--- src/hw/rtl/pwfe_pkg.sv ---
// ----------------------------------------------------------------------------
// pwfe_pkg
// Types and constants for the pulse-width frame encoder: line phases,
// register indexes, field widths and register reset values.
// ----------------------------------------------------------------------------
package pwfe_pkg;

   localparam int unsigned FRAME_BITS  = 24;
   localparam int unsigned CNT_W       = 10;
   localparam int unsigned BITS_W      = 5;
   localparam int unsigned REP_W       = 4;
   localparam int unsigned CSR_IDX_W   = 3;
   localparam int unsigned CSR_DATA_W  = 8;

   typedef enum logic [2:0] {
      PH_IDLE      = 3'd0,
      PH_BIT_HIGH  = 3'd1,
      PH_BIT_LOW   = 3'd2,
      PH_SYNC_HIGH = 3'd3,
      PH_SYNC_LOW  = 3'd4
   } phase_type;

   typedef enum logic [CSR_IDX_W-1:0] {
      REG_TIME_HIGH     = 3'd0,
      REG_TIME_LOW      = 3'd1,
      REG_SYNC_TIME     = 3'd2,
      REG_SENDER_ADDR   = 3'd3,
      REG_RECEIVER_ADDR = 3'd4,
      REG_REPEAT_COUNT  = 3'd5
   } reg_index_type;

   localparam logic [7:0]       RST_TIME_HIGH     = 8'd60;
   localparam logic [7:0]       RST_TIME_LOW      = 8'd20;
   localparam logic [7:0]       RST_SYNC_TIME     = 8'd208;
   localparam logic [7:0]       RST_SENDER_ADDR   = 8'd251;
   localparam logic [7:0]       RST_RECEIVER_ADDR = 8'd37;
   localparam logic [REP_W-1:0] RST_REPEAT_COUNT  = 4'd4;

endpackage

--- src/hw/rtl/pulse_width_frame_encoder.sv ---
// ----------------------------------------------------------------------------
// pulse_width_frame_encoder
// Pulse-width line coder for a 24-bit remote-control frame (sender address,
// receiver address, data byte, MSB first), repeated a configurable count.
// ----------------------------------------------------------------------------
//
//  channel | direction | handshake              | payload
//  --------+-----------+------------------------+-------------------------------
//  req     | in        | req_valid / req_ready  | req_func, req_data_byte
//  rsp     | out       | rsp_valid / rsp_ready  | rsp_line_level, rsp_busy_res,
//          |           |                        | rsp_frame_done, rsp_rejected
//  csr     | in        | csr_wr_en (no wait)    | csr_index, csr_wdata
//
//  The coder state and response register both load at the edge that accepts a
//  request, so a request can follow every cycle unless rsp_ready stalls them.
//  The response register decouples the sides: req_ready is high whenever the
//  response register is empty or being drained in the same cycle.
//  A stalled rsp_ready holds exactly one response and then drops req_ready.
//  Synchronous active-high reset returns the line to idle low, no response
//  pending, and the coder and configuration registers to their defaults.
//
module pulse_width_frame_encoder (
   input  logic       clock,
   input  logic       reset,
   // request channel
   input  logic       req_valid,
   output logic       req_ready,
   input  logic       req_func,
   input  logic [7:0] req_data_byte,
   // response channel
   output logic       rsp_valid,
   input  logic       rsp_ready,
   output logic       rsp_line_level,
   output logic       rsp_busy_res,
   output logic       rsp_frame_done,
   output logic       rsp_rejected,
   // configuration port
   input  logic                              csr_wr_en,
   input  logic [pwfe_pkg::CSR_IDX_W-1:0]    csr_index,
   input  logic [pwfe_pkg::CSR_DATA_W-1:0]   csr_wdata
);

   localparam int unsigned CNT_W  = pwfe_pkg::CNT_W;
   localparam int unsigned BITS_W = pwfe_pkg::BITS_W;
   localparam int unsigned REP_W  = pwfe_pkg::REP_W;
   localparam int unsigned FB     = pwfe_pkg::FRAME_BITS;

   // ------------------------------------------------------------------------
   // Configuration registers
   // ------------------------------------------------------------------------
   logic [7:0]       time_high_ff, time_low_ff, sync_time_ff;
   logic [7:0]       sender_addr_ff, receiver_addr_ff;
   logic [REP_W-1:0] repeat_count_ff;

   always_ff @(posedge clock) begin
      if (reset) begin
         time_high_ff     <= pwfe_pkg::RST_TIME_HIGH;
         time_low_ff      <= pwfe_pkg::RST_TIME_LOW;
         sync_time_ff     <= pwfe_pkg::RST_SYNC_TIME;
         sender_addr_ff   <= pwfe_pkg::RST_SENDER_ADDR;
         receiver_addr_ff <= pwfe_pkg::RST_RECEIVER_ADDR;
         repeat_count_ff  <= pwfe_pkg::RST_REPEAT_COUNT;
      end else if (csr_wr_en) begin
         case (csr_index)
            pwfe_pkg::REG_TIME_HIGH:     time_high_ff     <= csr_wdata;
            pwfe_pkg::REG_TIME_LOW:      time_low_ff      <= csr_wdata;
            pwfe_pkg::REG_SYNC_TIME:     sync_time_ff     <= csr_wdata;
            pwfe_pkg::REG_SENDER_ADDR:   sender_addr_ff   <= csr_wdata;
            pwfe_pkg::REG_RECEIVER_ADDR: receiver_addr_ff <= csr_wdata;
            pwfe_pkg::REG_REPEAT_COUNT:  repeat_count_ff  <= csr_wdata[REP_W-1:0];
            default: ;  // drop writes beyond the register list
         endcase
      end
   end

   // ------------------------------------------------------------------------
   // Coder state
   // ------------------------------------------------------------------------
   pwfe_pkg::phase_type phase_ff, phase_in;
   logic [FB-1:0]     shift_word_ff, shift_word_in;
   logic [BITS_W-1:0] bits_left_ff, bits_left_in;
   logic [CNT_W-1:0]  phase_ticks_ff, phase_ticks_in;
   logic [REP_W-1:0]  repeats_left_ff, repeats_left_in;
   logic              line_out_ff, line_out_in;
   logic [7:0]        saved_data_ff, saved_data_in;
   logic              done_in, rej_in;

   // response register
   logic rsp_valid_ff, rsp_valid_in;
   logic rsp_line_ff, rsp_busy_ff, rsp_done_ff, rsp_rej_ff;

   logic req_fire;
   assign req_ready = !rsp_valid_ff || rsp_ready;
   assign req_fire  = req_valid && req_ready;

   // Current phase length, compared live against the registers. Every phase
   // lasts at least one tick, so a zero length counts as one.
   logic [7:0]       high_len8, low_len8;
   logic [CNT_W-1:0] sync_low_len, phase_len, ticks_inc;
   logic             msb_one, phase_end;
   logic [REP_W-1:0] repeat_start, repeats_dec;

   always_comb begin
      msb_one      = shift_word_ff[FB-1];
      high_len8    = msb_one ? time_high_ff : time_low_ff;
      low_len8     = msb_one ? time_low_ff  : time_high_ff;
      // 3 * sync_time + time_low, at most 1020
      sync_low_len = {1'b0, sync_time_ff, 1'b0} + {2'b00, sync_time_ff}
                   + {2'b00, time_low_ff};
      case (phase_ff)
         pwfe_pkg::PH_BIT_HIGH:  phase_len = {2'b00, high_len8};
         pwfe_pkg::PH_BIT_LOW:   phase_len = {2'b00, low_len8};
         pwfe_pkg::PH_SYNC_HIGH: phase_len = {2'b00, time_low_ff};
         default:                phase_len = sync_low_len;
      endcase
      if (phase_len == '0) begin
         phase_len = CNT_W'(1);
      end
      ticks_inc    = phase_ticks_ff + CNT_W'(1);
      phase_end    = ticks_inc >= phase_len;
      repeat_start = (repeat_count_ff == '0) ? REP_W'(1) : repeat_count_ff;
      repeats_dec  = repeats_left_ff - REP_W'(1);
   end

   // Next-state logic
   always_comb begin
      phase_in        = phase_ff;
      shift_word_in   = shift_word_ff;
      bits_left_in    = bits_left_ff;
      phase_ticks_in  = phase_ticks_ff;
      repeats_left_in = repeats_left_ff;
      line_out_in     = line_out_ff;
      saved_data_in   = saved_data_ff;
      if (req_func) begin
         // start request: taken only when idle, no tick counted
         if (phase_ff == pwfe_pkg::PH_IDLE) begin
            saved_data_in   = req_data_byte;
            repeats_left_in = repeat_start;
            shift_word_in   = {sender_addr_ff, receiver_addr_ff, req_data_byte};
            bits_left_in    = BITS_W'(FB);
            phase_in        = pwfe_pkg::PH_BIT_HIGH;
            phase_ticks_in  = '0;
            line_out_in     = 1'b1;
         end
      end else if (phase_ff != pwfe_pkg::PH_IDLE) begin
         phase_ticks_in = ticks_inc;
         if (phase_end) begin
            phase_ticks_in = '0;
            case (phase_ff)
               pwfe_pkg::PH_BIT_HIGH: begin
                  phase_in    = pwfe_pkg::PH_BIT_LOW;
                  line_out_in = 1'b0;
               end
               pwfe_pkg::PH_BIT_LOW: begin
                  shift_word_in = {shift_word_ff[FB-2:0], 1'b0};
                  bits_left_in  = bits_left_ff - BITS_W'(1);
                  phase_in      = (bits_left_in == '0) ? pwfe_pkg::PH_SYNC_HIGH
                                                       : pwfe_pkg::PH_BIT_HIGH;
                  line_out_in   = 1'b1;
               end
               pwfe_pkg::PH_SYNC_HIGH: begin
                  phase_in    = pwfe_pkg::PH_SYNC_LOW;
                  line_out_in = 1'b0;
               end
               default: begin
                  // end of sync low: reload the frame or go idle
                  repeats_left_in = repeats_dec;
                  if (repeats_dec != '0) begin
                     shift_word_in = {sender_addr_ff, receiver_addr_ff, saved_data_ff};
                     bits_left_in  = BITS_W'(FB);
                     phase_in      = pwfe_pkg::PH_BIT_HIGH;
                     line_out_in   = 1'b1;
                  end else begin
                     phase_in    = pwfe_pkg::PH_IDLE;
                     line_out_in = 1'b0;
                  end
               end
            endcase
         end
      end
   end

   // Output logic: response flags and response valid
   always_comb begin
      rej_in  = req_func && (phase_ff != pwfe_pkg::PH_IDLE);
      done_in = !req_func && (phase_ff == pwfe_pkg::PH_SYNC_LOW) && phase_end
                && (repeats_dec == '0);
      if (req_fire) begin
         rsp_valid_in = 1'b1;
      end else if (rsp_ready) begin
         rsp_valid_in = 1'b0;
      end else begin
         rsp_valid_in = rsp_valid_ff;
      end
   end

   // Control registers
   always_ff @(posedge clock) begin
      if (reset) begin
         phase_ff        <= pwfe_pkg::PH_IDLE;
         shift_word_ff   <= '0;
         bits_left_ff    <= '0;
         phase_ticks_ff  <= '0;
         repeats_left_ff <= '0;
         line_out_ff     <= 1'b0;
         saved_data_ff   <= '0;
         rsp_valid_ff    <= 1'b0;
      end else begin
         rsp_valid_ff <= rsp_valid_in;
         if (req_fire) begin
            phase_ff        <= phase_in;
            shift_word_ff   <= shift_word_in;
            bits_left_ff    <= bits_left_in;
            phase_ticks_ff  <= phase_ticks_in;
            repeats_left_ff <= repeats_left_in;
            line_out_ff     <= line_out_in;
            saved_data_ff   <= saved_data_in;
         end
      end
   end

   // Response payload: load with each accepted request
   always_ff @(posedge clock) begin
      if (req_fire) begin
         rsp_line_ff <= line_out_in;
         rsp_busy_ff <= (phase_in != pwfe_pkg::PH_IDLE);
         rsp_done_ff <= done_in;
         rsp_rej_ff  <= rej_in;
      end
   end

   assign rsp_valid      = rsp_valid_ff;
   assign rsp_line_level = rsp_line_ff;
   assign rsp_busy_res   = rsp_busy_ff;
   assign rsp_frame_done = rsp_done_ff;
   assign rsp_rejected   = rsp_rej_ff;

   // ------------------------------------------------------------------------
   // Assertions
   // ------------------------------------------------------------------------
   a_idle_line_low: assert property (@(posedge clock) disable iff (reset)
      phase_ff == pwfe_pkg::PH_IDLE |-> !line_out_ff)
      else $error("line high while idle");

   a_bits_in_frame: assert property (@(posedge clock) disable iff (reset)
      (phase_ff == pwfe_pkg::PH_BIT_HIGH || phase_ff == pwfe_pkg::PH_BIT_LOW)
      |-> bits_left_ff != '0)
      else $error("bit phase with no bits left");

   a_start_begins: assert property (@(posedge clock) disable iff (reset)
      req_fire && req_func && phase_ff == pwfe_pkg::PH_IDLE
      |=> phase_ff == pwfe_pkg::PH_BIT_HIGH && line_out_ff && bits_left_ff == BITS_W'(FB))
      else $error("start did not open a frame");

   a_done_not_busy: assert property (@(posedge clock) disable iff (reset)
      rsp_valid && rsp_frame_done |-> !rsp_busy_res && !rsp_rejected)
      else $error("frame done while still busy or rejected");

   a_stall_holds: assert property (@(posedge clock) disable iff (reset)
      rsp_valid_ff && !rsp_ready |-> !req_ready)
      else $error("request taken while response stalled");

endmodule
--- config.mk ---
export PLATFORM = sky130hd
export DESIGN_NAME = pulse_width_frame_encoder
export DESIGN_NICKNAME = d
export VERILOG_FILES = /design/src/hw/rtl/pwfe_pkg.sv /design/src/hw/rtl/pulse_width_frame_encoder.sv
export SDC_FILE = /design/constraint.sdc
export NUM_CORES = 1
export LEC_CHECK = 0
export ABC_AREA = 1
export BUFFER_PORTS_ARGS = -buffer_cell sky130_fd_sc_hd__buf_2
export CAP_MARGIN = 5
export CORE_MARGIN = 2
export CORE_UTILIZATION = 60
export DETAILED_ROUTE_END_ITERATION = 12
export PLACE_DENSITY = 0.9
export SYNTH_ARGS = -nofsm -noshare
export SYNTH_HDL_FRONTEND = slang
export SYNTH_SLANG_ARGS = --single-unit
--- constraint.sdc ---
create_clock -name clock -period 9.75 [get_ports clock]
set_input_delay 1.95 -clock clock [delete_from_list [all_inputs] [get_ports clock]]
set_output_delay 1.95 -clock clock [all_outputs]
set_load 0.05 [all_outputs]
# [Yosys cells after proc, flatten, opt, wreduce, memory -nomap -nowiden]
# Cells that the tools add are included.
[word_totals] register_bits=104 latchBits=0 ram_bits=0 rom_bits=0 mem_count=0
[op_classes] addsub=5 n_mul=0 div_mod_pow=0 magnitude_cmp=1 eq_ne=12 n_shift=0 n_mux=41 n_bitwise=0 n_reduce_logical=33
[ops] cell="24-bit two-way mux" n=5
[ops] cell="10-bit two-way mux" n=5
[ops] cell="24-bit case mux with 2 select lines" n=1
[ops] cell="10-bit case mux with 3 select lines" n=1
[ops] cell="5-bit two-way mux" n=5
[ops] cell="4-bit two-way mux" n=6
[ops] cell="8-bit two-way mux" n=2
[ops] cell="3-bit by 2-bit == test with 1-bit output, second input constant" n=4
[ops] cell="3-bit two-way mux" n=4
[ops] cell="2-bit AND reduction" n=6
[ops] cell="10-bit by 1-bit adder with 10-bit output, second input constant" n=1
[ops] cell="10-bit by 8-bit adder with 10-bit output" n=1
[ops] cell="9-bit by 8-bit adder with 10-bit output" n=1
[ops] cell="10-bit >= comparator" n=1
[ops] cell="10-bit zero test" n=1
[ops] cell="5-bit case mux with 2 select lines" n=1
[ops] cell="3-bit == test, second input constant" n=3
[ops] cell="3-bit case mux with 3 select lines" n=1
[ops] cell="3-bit nonzero test" n=3
[ops] cell="4-bit zero test" n=2
[ops] cell="1-bit two-way mux" n=8
[ops] cell="3-bit by 1-bit == test with 1-bit output, second input constant" n=2
[ops] cell="3-bit zero test" n=2
[ops] cell="2-bit by 1-bit inequality test with 1-bit output, second input constant" n=3
[ops] cell="other kinds (15)" n=23

# [Depth between registers and ports, before layout]
[depth] ltp_word=10 ltp_mapped=29 depth_no_buf=28

# [Worst setup path after synthesis]
# Ideal clock, no wire load.
[synth_timing] path_type="in2out" startpoint="input port rsp_ready" endpoint="output port req_ready" arrival_ns=2.331 required_time_ns=7.800 setup_slack_ns=5.469 cell_stages=2 path_buffers=0 cell_sequence="inv_1 > nand2_1"
[synth_via] elab_chain_cells=1
[synth_rtl] item="from (decl)" line="pulse_width_frame_encoder.sv:32" rtl="input logic rsp_ready,"
[synth_rtl] item="1-bit logical OR" line="pulse_width_frame_encoder.sv:93" rtl="assign req_ready = !rsp_valid_ff || rsp_ready;"
[synth_rtl] item="to (decl)" line="pulse_width_frame_encoder.sv:27" rtl="output logic req_ready,"
# Every way passes these cells.

# [Final worst setup path]
[layout_timing] startpoint="register time_low_ff[1]" endpoint="register shift_word_ff[6]"
[layout_via] elab_chain_cells=7 elab_cells_between_ends=9 classes_between="1 x add/sub; 1 x order compare; 4 x mux; 3 x reduce/logical"
[layout_rtl] item="from (decl)" line="pulse_width_frame_encoder.sv:51" rtl="logic [7:0] time_high_ff, time_low_ff, sync_time_ff;"
[layout_rtl] item="from (signal assigned)" line="pulse_width_frame_encoder.sv:58" rtl="time_low_ff <= pwfe_pkg::RST_TIME_LOW;"
[layout_rtl] item="from (signal assigned)" line="pulse_width_frame_encoder.sv:66" rtl="pwfe_pkg::REG_TIME_LOW: time_low_ff <= csr_wdata;"
[layout_rtl] item="10-bit by 8-bit adder with 10-bit output (tied with other cells)" line="pulse_width_frame_encoder.sv:109" rtl="+ {2'b00, time_low_ff};"
[layout_rtl] item="10-bit case mux with 3 select lines (*)" line="pulse_width_frame_encoder.sv:110" rtl="case (phase_ff)"
[layout_rtl] item="10-bit zero test" line="pulse_width_frame_encoder.sv:116" rtl="if (phase_len == '0) begin"
[layout_rtl] item="10-bit two-way mux (*)" line="pulse_width_frame_encoder.sv:116"
[layout_rtl] item="10-bit >= comparator (*)" line="pulse_width_frame_encoder.sv:120" rtl="phase_end = ticks_inc >= phase_len;"
[layout_rtl] item="2-bit nonzero test (no source line) (*)"
[layout_rtl] item="6-bit AND reduction (no source line) (*)"
[layout_rtl] item="to (signal assigned)" line="pulse_width_frame_encoder.sv:212" rtl="shift_word_ff <= shift_word_in;"
[layout_rtl] item="to (decl)" line="pulse_width_frame_encoder.sv:80" rtl="logic [FB-1:0] shift_word_ff, shift_word_in;"
# Every way passes the cells marked *; elsewhere a longest branch is shown, timed or not.
# A chain may end at the register's enable or synchronous reset.

==> impl_metrics.ini <==
[run]
maxCapViolations = 0

[global_routing]
track_usage_pct = 24.7
grt-ovfl-total = 0
grt_max_degree = 85
grt_pass1_vias = 5135
grt_pass1_wl_um = 22200
antenna_found_initial = 0

[setup_path]
rr_worst_depth = 27
regToRegStartpoint = time_low_ff[1]$_SDFFE_PP0P_
critical_path_class = reg2reg
r2r_end = shift_word_ff[6]$_SDFFE_PP0P_
crit_end = shift_word_ff[6]$_SDFFE_PP0P_
cp.arrival_ns = 4.75
end_kind = flop
startpoint = time_low_ff[1]$_SDFFE_PP0P_
cp_max_fo = 58
ff2ff_setup_slack_ns = 5.29
cp.required_ns = 10.03
cp-start-kind = flop

[status]
status = complete, no violations

[floorplanning]
die_x_um = 104
die_h_um = 104
num_rows = 36
start_util_pct = 61.4
dieArea_um2 = 10800
coreArea_um2 = 9730
io_pins = 31

[clock_network]
ctsResizeCount = 0
clock-sinks = 104
cts_tree = yes
cts_hold_buf = 0
clock_latency_ns = 0.39
numCtsBuffers = 9
cts.clk_slew.worst_paths_ns = 0.11
post_cts_buffers = 0
cts_max_level = 3
cts_buffer_depth = 2
cts-root-buf = clkbuf_8

[detailed_routing]
wl_per_cell_um = 11.8
drt_pass1_iterations = 7
wirelength_um = 12900
drt_iter0_markers = 390
drcViolationCount = 0
ant_nets = 0
via_per_inst = 5.19
vias = 5658

[pwr]
ir_drop_mv = 0.0969
p_leak_nw = 3.18
p_per_area_nw_per_um2 = 146

[yosys]
netlist_instances = 939
synth_top_area_cell = dfxtp_1
ys_top_cells_by_area = dfxtp_1 (33%), nand2_1 (19%), nor2_1 (10%)
ys_ff_latch = 104
ys_seq_area_share_pct = 35.5
yosys.area.top_type_share_pct = 33.5
ys_types = 37
netlist_area_um2 = 5980
postSynthAreaPerCell_um2 = 6.37
ys_warn_count = 0
syn-num-nets = 998

[final_layout]
fin_cells = 1091
area_growth_pct = 6.93
num-nets-final = 1012
drive_above_1_share_pct = 6.37
antenna_cells = 0

[placed_design]
place_inst = 1075
hpwl_um = 9120
gp_congestion = 0.911
numPortBuffers = 30

[sta]
finalHoldViolCount = 0
finalCritPeriodShare_pct = 45.8
tightest_slew_ns = 1.17
fin_worst_skew_ns = 0.0168
setup-violations-final = 0
setup-tns-final_ns = 0
fmax_mhz = 224
rsz0062_at_grt = no
drv_slew = 0
min_period_ns = 4.46
maxSlewHeadroom_pct = 21.9
holdWs_ns = 0.463

[worst_hold_path]
min_delay_path_depth = 2
hold_path_class = reg2reg
worstHoldStart = sender_addr_ff[2]$_SDFFE_PP0P_
## per-layer routing
layer  vias to the layer above  share of wire [%]  track usage [%]
met3                        38                4.6             4.85
met2                       137                 46             40.5
li1                       2961                  -                -
met5                         -                  0                0
met1                      2522                 47             31.9
met4                         0                2.8             10.0
## cell usage after synthesis (all sizes together)
cell type  instances
edfxtp             4
nand3b             2
o21bai             2
buf               12
clkbuf            16
o22ai              1
fa                 8
nor2             167
a21oi             36
nand2            310
o31ai              1
clkinv             3
dfxtp            100
a21o               1
ha                26
and3               1
a21boi             1
and2               1
nand4              4
o21ai             59
o21a               1
nor3               3
or2                6
o211ai             2
xnor2              3
nand3             60
xor2               7
nor4               1
inv               98
a211oi             3
## worst max-delay path, cell delays in order, from the launching register on
cell and delay (ns):
dfxtp_1 0.39, inv_1 0.09, fa_1 0.53, inv_1 0.04, ha_1 0.21, fa_1 0.42, nand2_1 0.09, nand2_1 0.07
xor2_1 0.13, nand2_1 0.07, nand2_1 0.08, nor2_1 0.05, nand4_1 0.08, nand2_1 0.06, ha_1 0.26, inv_1 0.03
nand2_1 0.05, nand2_1 0.05, nand2_1 0.05, nand3_1 0.09, inv_1 0.07, nor2_1 0.08, nand2_1 0.11, nand2_1 0.10
nor2_4 0.86, nand2_1 0.13, nand2_1 0.11, nor2_1 0.04
## state kept, by name (all words and copies together), names as in the netlist, 3 cells and up
signal / flops
time_high_ff: 8
sender_addr_ff: 8
shift_word_ff: 24
bits_left_ff: 5
repeats_left_ff: 4
phase_ticks_ff: 10
receiver_addr_ff: 8
phase_ff: 3
repeat_count_ff: 4
sync_time_ff: 8
saved_data_ff: 8
time_low_ff: 8
## worst min-delay path by stage
stage | to | slack (ns)
final | sender_addr_ff[2]$_SDFFE_PP0P_ | 0.46
after global routing | sender_addr_ff[2]$_SDFFE_PP0P_ | 0.48
after CTS | sender_addr_ff[0]$_SDFFE_PP1P_ | 0.47
after detailed placement | sender_addr_ff[0]$_SDFFE_PP1P_ | 0.44
after global placement | sender_addr_ff[4]$_SDFFE_PP1P_ | 0.44
after floorplan | sender_addr_ff[2]$_SDFFE_PP0P_ | 0.42
## final cells by class
cell class	count	area, um^2
Clock inverter	6	76.3
Clock buffer	10	128
Timing Repair Buffer	31	158
Inverter	101	379
Fill cell	865	3340
Tap cell	133	166
Multi-Input combinational cell	706	3360
Sequential cell	104	2120
## layout by cell type, fill, tap and decap left out, types with 2 or more instances in the layout
cell        n
nor3_1      2
dfxtp_1   100
clkinv_1    3
a21oi_1    36
nor2_1    163
o21bai_1    2
o21ai_0    58
fa_1        8
edfxtp_1    4
nand4_1     4
a211oi_1    3
o211ai_1    2
clkinv_4    3
clkbuf_8    9
nand3b_1    2
nor2_2      3
xor2_1      7
or2_2       6
buf_2      30
xnor2_1     3
nand3_1    60
nand2_1   309
inv_1      95
ha_1       26
inv_2       3
## cells by family (layout without fill, tap and decap cells)
kind of cell | count (synthesis) | count (layout) | synth area share [%]
AO/OA/AOI/OAI | 107 | 107 | 9.44
adder cells (fa/ha/maj) | 34 | 34 | 8.12
buffers and inverters | 129 | 148 | 8.37
XOR/XNOR | 10 | 10 | 1.47
AND/OR/NAND/NOR | 555 | 555 | 37.1
flip-flops | 104 | 104 | 35.5
## through the flow
step / cell area [um^2] / total power, mW / setup WS, ns / utilization [%]
after CTS: 6390 / 0.936 / 5.28 / 65.7
final: 6390 / 0.934 / 5.29 / 65.7
after global routing: 6390 / 0.988 / 4.79 / 65.7
after floorplan: 5980 / 0.619 / 5.47 / -
after detailed placement: 6190 / 0.663 / 5.30 / 63.6
after global placement: 6190 / 0.657 / 5.41 / 63.6
## power by group
group          internal [mW]  switching, mW
Sequential             0.451         0.0169
Clock                  0.123          0.156
Combinational         0.0640          0.124
Total                  0.638          0.297
(Power assumes the default switching activity.)
